$ cat src/rtl/hcs_pkg.sv
// Shared types and constants for the histogram contrast stretch unit.
`timescale 1ns / 1ps
`default_nettype none

package hcs_pkg;

  // Histogram geometry
  localparam int unsigned NBINS    = 256;
  localparam int unsigned BIN_W    = 8;    // bin / pixel index width
  localparam int unsigned BIDX_W   = 9;    // bin index plus "none" code
  localparam int unsigned PIX_W    = 8;
  localparam int unsigned CMD_W    = 2;
  localparam int unsigned CFG_W    = 17;   // min_count width
  localparam int unsigned DIV_CNT_W = 3;   // one quotient bit per step, 8 steps

  // Stream payload widths
  localparam int unsigned S_TDATA_W = 8;
  localparam int unsigned M_TDATA_W = 32;

  // APB port
  localparam int unsigned APB_AW = 3;
  localparam int unsigned APB_DW = 32;
  localparam logic [0:0]  REG_MIN_COUNT = 1'b0;  // word index of min_count

  // Top of the stretch range
  localparam logic [PIX_W-1:0] TOPVAL = 8'd255;

  // Item commands
  typedef enum logic [CMD_W-1:0] {
    CMD_ACC = 2'd0,
    CMD_FIN = 2'd1,
    CMD_MAP = 2'd2,
    CMD_RSV = 2'd3
  } cmd_e;

  // Controller to datapath
  typedef struct packed {
    logic acc_rd;      // read bin count for the accepted pixel
    logic acc_wr;      // write back incremented count
    logic map_rd;      // read stretch entry for the accepted pixel
    logic map_load;    // load map result into the output register
    logic fin_start;   // reset scan, divider and build counters
    logic scan_step;   // advance bin scan
    logic div_step;    // one step of 255 / span
    logic build_step;  // write one stretch entry
    logic fin_load;    // load bounds result, clear histogram
  } ctl_cmd_t;

  // Datapath to controller
  typedef struct packed {
    logic scan_done;
    logic div_last;
    logic build_last;
    logic out_free;
  } ctl_sts_t;

endpackage

`default_nettype wire

$ cat src/rtl/hcs_ctrl.sv
// Controller state machine: sequences accumulate, map and finish items.
`timescale 1ns / 1ps
`default_nettype none

module hcs_ctrl
  import hcs_pkg::*;
(
  input  wire logic     clk_i,
  input  wire logic     rst_ni,
  input  wire logic     s_tvalid_i,
  input  wire cmd_e     cmd_i,
  output logic          s_tready_o,
  input  wire ctl_sts_t sts_i,
  output ctl_cmd_t      cmd_o
);

  typedef enum logic [2:0] {
    ST_IDLE,
    ST_ACC,
    ST_MAP,
    ST_SCAN,
    ST_DIV,
    ST_BUILD,
    ST_FIN
  } state_e;

  state_e   state_q, state_d;
  logic     rdy_q, rdy_d;
  logic     accept;
  ctl_cmd_t cmd;

  assign accept = rdy_q & s_tvalid_i;

  // Command decode and next state
  always_comb begin
    cmd     = '0;
    state_d = state_q;
    unique case (state_q)
      ST_IDLE: begin
        if (accept) begin
          unique case (cmd_i)
            CMD_ACC: begin
              cmd.acc_rd = 1'b1;
              state_d    = ST_ACC;
            end
            CMD_FIN: begin
              cmd.fin_start = 1'b1;
              state_d       = ST_SCAN;
            end
            CMD_MAP: begin
              cmd.map_rd = 1'b1;
              state_d    = ST_MAP;
            end
            CMD_RSV: begin
              state_d = ST_IDLE;
            end
          endcase
        end
      end
      ST_ACC: begin
        cmd.acc_wr = 1'b1;
        state_d    = ST_IDLE;
      end
      ST_MAP: begin
        if (sts_i.out_free) begin
          cmd.map_load = 1'b1;
          state_d      = ST_IDLE;
        end
      end
      ST_SCAN: begin
        cmd.scan_step = 1'b1;
        if (sts_i.scan_done) begin
          state_d = ST_DIV;
        end
      end
      ST_DIV: begin
        cmd.div_step = 1'b1;
        if (sts_i.div_last) begin
          state_d = ST_BUILD;
        end
      end
      ST_BUILD: begin
        cmd.build_step = 1'b1;
        if (sts_i.build_last) begin
          state_d = ST_FIN;
        end
      end
      ST_FIN: begin
        if (sts_i.out_free) begin
          cmd.fin_load = 1'b1;
          state_d      = ST_IDLE;
        end
      end
      default: begin
        state_d = ST_IDLE;
      end
    endcase
    rdy_d = (state_d == ST_IDLE);
  end

  // State and registered ready
  always_ff @(posedge clk_i or negedge rst_ni) begin
    if (!rst_ni) begin
      state_q <= ST_IDLE;
      rdy_q   <= 1'b1;
    end else begin
      state_q <= state_d;
      rdy_q   <= rdy_d;
    end
  end

  assign s_tready_o = rdy_q;
  assign cmd_o      = cmd;

endmodule

`default_nettype wire

$ cat config.mk
export PLATFORM = sky130hd
export DESIGN_NAME = hcs_ctrl
export DESIGN_NICKNAME = d
export VERILOG_FILES = /design/src/rtl/hcs_pkg.sv /design/src/rtl/hcs_ctrl.sv
export SDC_FILE = /design/constraint.sdc
export NUM_CORES = 1
export LEC_CHECK = 0
export BUFFER_PORTS_ARGS = -buffer_cell sky130_fd_sc_hd__buf_2
export CORE_AREA = 8 8 45 47
export CTS_CLUSTER_SIZE = 14
export DETAILED_ROUTE_END_ITERATION = 8
export DIE_AREA = 0 0 53 55
export GPL_ROUTABILITY_DRIVEN = 0
export SYNTH_ARGS = -nofsm -noshare
export SYNTH_HDL_FRONTEND = slang
export SYNTH_SLANG_ARGS = --single-unit
$ cat constraint.sdc
create_clock -name clk_i -period 1.8 [get_ports clk_i]
set_input_delay 0.09 -clock clk_i [delete_from_list [all_inputs] [get_ports clk_i]]
set_output_delay 0.09 -clock clk_i [all_outputs]
set_load 0.02 [all_outputs]
# Word-level counts from Yosys, hierarchy flattened

Cells that the tools add are included.

Output and inout port bits: 10
Logic and storage cells: 39
Input port bits: 9
Register bits: 4

Reduce and logical (&&, ||, !) cells: 4
Multiplexer cells: 23
Eq/ne operators: 9
Bitwise logic cells: 1

Operator list:

| cell                                                             | number |
|---|---|
| 1-bit 2-to-1 mux                                                 | 16 |
| 3-bit 2-to-1 mux                                                 | 5 |
| 3-bit case mux with 5 select lines                               | 1 |
| 3-bit case mux with 4 select lines                               | 1 |
| 3-bit == test (second input constant)                            | 3 |
| 3-bit by 2-bit == test with 1-bit output (second input constant) | 2 |
| 3-bit zero test                                                  | 2 |
| 2-bit == test (second input constant)                            | 2 |
| 3-bit by 1-bit == test with 1-bit output (second input constant) | 1 |
| 2-bit by 1-bit == test with 1-bit output (second input constant) | 1 |
| 2-bit zero test                                                  | 1 |
| 2-bit OR reduction                                               | 1 |
| 1-bit AND                                                        | 1 |

# Longest topological paths before layout

Word-level depth: 5
Mapped depth: 4
Gate-level depth less buffers: 4

# Least setup slack after synthesis

Ideal clock, no wire load.

Path type: flip-flop to flip-flop
Start point: register state_q[0]
End point: register state_q[0]
Buffers on the path: 1
Library setup time: 0.065 ns
Required time: 1.735 ns
Setup slack: 0.243 ns
Data arrival time: 1.493 ns
Period minus slack after synthesis: 1.557 ns
Stages on the path, launching flop included: 5
Path through: dfrtp_1 > buf_2 > nor3b_1 > a211o_1 > a21o_1

Word-level cells in the longest chain between the ends: 3
Elaborated cells between the ends (all ways): 13
Classes of those cells: eq/ne: 5; mux: 6; reduce/logical: 2

RTL lines:

| item                                                                      | line            | source |
|---|---|---|
| from (decl)                                                               | hcs_ctrl.sv:27  | `state_e state_q, state_d;` |
| from (signal assigned)                                                    | hcs_ctrl.sv:107 | `state_q <= state_d;` |
| 3-bit == test or 3-bit by 2-bit == test with 1-bit output (tied branches) | hcs_ctrl.sv:38  | `unique case (state_q)` |
| 2-bit OR reduction (no source line)                                       | --              |  |
| 3-bit case mux with 5 select lines (*)                                    | hcs_ctrl.sv:38  |  |
| named net state_d[0]                                                      | hcs_ctrl.sv:27  |  |

The timed path passes the listed nets; every way through them passes the cells marked *.

==> flow_summary_export.csv <==
group,metric,value,unit
outcome,status,"complete, no violations",
clocking,cts_tree,"built",
min_path,min_path_type,"in -> reg",
timing,hold_viol_final,0,
timing,max_freq,601,MHz
clocking,htree_levels,1,
logic_synthesis,yosysWarningCount,0,
finish,nets,71,
routing,final_antenna_net_count,0,
finish,mostFrequentLayoutCells,"buf_2 (18), ha_1 (4)",
timing,relSlewSlack,0.718,
die,start_util,0.308,
timing,rsz0062_at_grt,"false",
timing,skew,0.283,ps
power,peakVddDrop,337,uV
global_routing,grt_overflow,0,
die,num_io_pins,19,
die,die_h,55,um
placed_design,io_buffers,18,
global_routing,track_usage,0.0701,
timing,maxSlewViolCount,0,
clocking,cts.sinks,4,
logic_synthesis,syn_area_per_cell,11.5,um2
logic_synthesis,syn_inst,37,
logic_synthesis,yosys.area.top_type,"dfrtp_1",
power,p_leak,0.307,nW
finish,layout_commonest_cell,"buf_2",
finish,num_antenna_cells,0,
worst_setup_path,start_kind,"register",
clocking,cts_buffers,3,
routing,vias_per_cell,4.74,
timing,finalCriticalPeriod,1670,ps
job,drv_cap,0,
routing,num_vias,346,
timing,tns,0,ps
finish,syn2layout_area_growth,28.7,%
clocking,cts_root_buf,"clkbuf_4",
clocking,cts_setup_buffers,0,
logic_synthesis,syn_nets,50,
logic_synthesis,syn_area,427,um2
die,die_area,2920,um2
die,core-area,1380,um2
finish,fillers,145,
finish,drive_above_1_share,0.561,
finish,fin_cells,73,
timing,worst_pin_slew,419,ps
global_routing,grt_max_degree,13,
logic_synthesis,ys_seq_area_frac,0.238,
routing,dr.pass1.iters,3,
global_routing,grt_pass1_wl,1440,um
routing,drt_wl_total,928,um
clocking,clock_path_buffers,2,
worst_setup_path,required,1710,ps
logic_synthesis,synth_top_area_frac,0.176,
worst_setup_path,critical_path_class,"reg -> out",
timing,setup_viol,0,
clocking,clkTransAtPathRegs,40,ps
logic_synthesis,netlist_top_cells_area,"dfrtp_1 (18%), ha_1 (12%), and4bb_2 (8.8%)",
global_routing,antenna_found_initial,0,
routing,route.detailed.drc,0,
global_routing,first_global_vias,361,
die,placementRows,14,
worst_setup_path,crit_arrival,1580,ps
placed_design,placedCellCount,68,
clocking,insertion_delay,240,ps
die,die_w,53,um
power,p_per_area,1020,nW/um2
worst_setup_path,cp-end-kind,"primary output",
worst_setup_path,critPathMaxFanout,12,
logic_synthesis,yosys_register_bits,4,
logic_synthesis,synth_cell_type_count,23,
routing,first_iter_violations,7,
timing,fin_crit_sh,0.925,
placed_design,hpwl,736,um
routing,routedWlPerCell,12.7,um
[final timing paths]
kind                            start         end  slack [ps]  cells past startpoint
min                          sts_i[3]  state_q[2]         130                      2
max reg2reg                state_q[2]  s_tready_o         210                      3
min reg2reg                s_tready_o  state_q[0]         700                      3
min in group asynchronous      rst_ni  state_q[2]         180                      2
max in group asynchronous      rst_ni  s_tready_o        1410                      2
max                        state_q[0]    cmd_o[8]         130                      3
[where the power goes]
| part | internal, mW | total (mW) | switching (mW) |
|---|---|---|---|
| Clock | 0.0835 | 0.124 | 0.0407 |
| Combinational | 0.132 | 0.255 | 0.123 |
| Sequential | 0.126 | 0.180 | 0.0543 |
| Total | 0.341 | 0.559 | 0.218 |
[metrics by stage]
step | worst slack (ps) | utilization | hold slack, ps | total power [mW] | area, um2
after floorplan | 243 | - | -206 | 0.392 | 427
after global placement | 241 | 0.371 | -101 | 0.437 | 513
after detailed placement | 240 | 0.371 | -98.9 | 0.439 | 513
after CTS | 115 | 0.397 | 124 | 0.569 | 549
after global routing | 41.7 | 0.397 | 132 | 0.599 | 549
final | 135 | 0.397 | 128 | 0.559 | 549
[registers in the layout, indices dropped and copies added, names as in the netlist]
name        cells
s_tready_o      1
state_q         3
[Yosys cell counts, drive strengths merged]
| library cell | count |
|---|---|
| a2111oi | 1 |
| a211o | 1 |
| a21o | 2 |
| a22o | 1 |
| and2 | 3 |
| and3b | 2 |
| and4b | 2 |
| and4bb | 3 |
| buf | 3 |
| dfrtp | 3 |
| dfstp | 1 |
| ha | 4 |
| inv | 2 |
| nand2 | 1 |
| nor3b | 3 |
| nor4 | 1 |
| o21ai | 1 |
| or2 | 1 |
| or3 | 2 |
[kinds of logic after synthesis]
family,after synthesis,share of synthesized area
AOI/OAI and AO/OA,6,0.173
adders and majority gates,4,0.117
buffers and inverters,5,0.0733
DFF,4,0.238
and+or+nand+nor,18,0.399
[per-layer routing]
layer  wire (um)  track usage  up-vias
met1         379       0.0704      150
li1            -            -      177
met5           0            0        -
met4          27       0.0905        0
met3         112       0.0214        2
met2         408        0.104       17
[critical path: stages (launching register included)]
cell and delay (ps):
dfrtp_1 490, nor4_4 490, and2_1 190, buf_2 160
[final cells by class]
cell class	instances	area, um2	share of cell area
inverter	2	7.51	0.0137
sequential	4	101	0.185
timing repair buffer	19	100	0.182
tap	16	20.0	0.0364
multi-input combinational	28	294	0.535
clock buffer	4	26.3	0.0478
[repair_timing]
action / in CTS / in global routing
endpoints found under the hold margin: 4 / 0
gates resized for setup: 0 / 0
hold buffers: 1 / 0
Power figures use the tool's default switching activity.
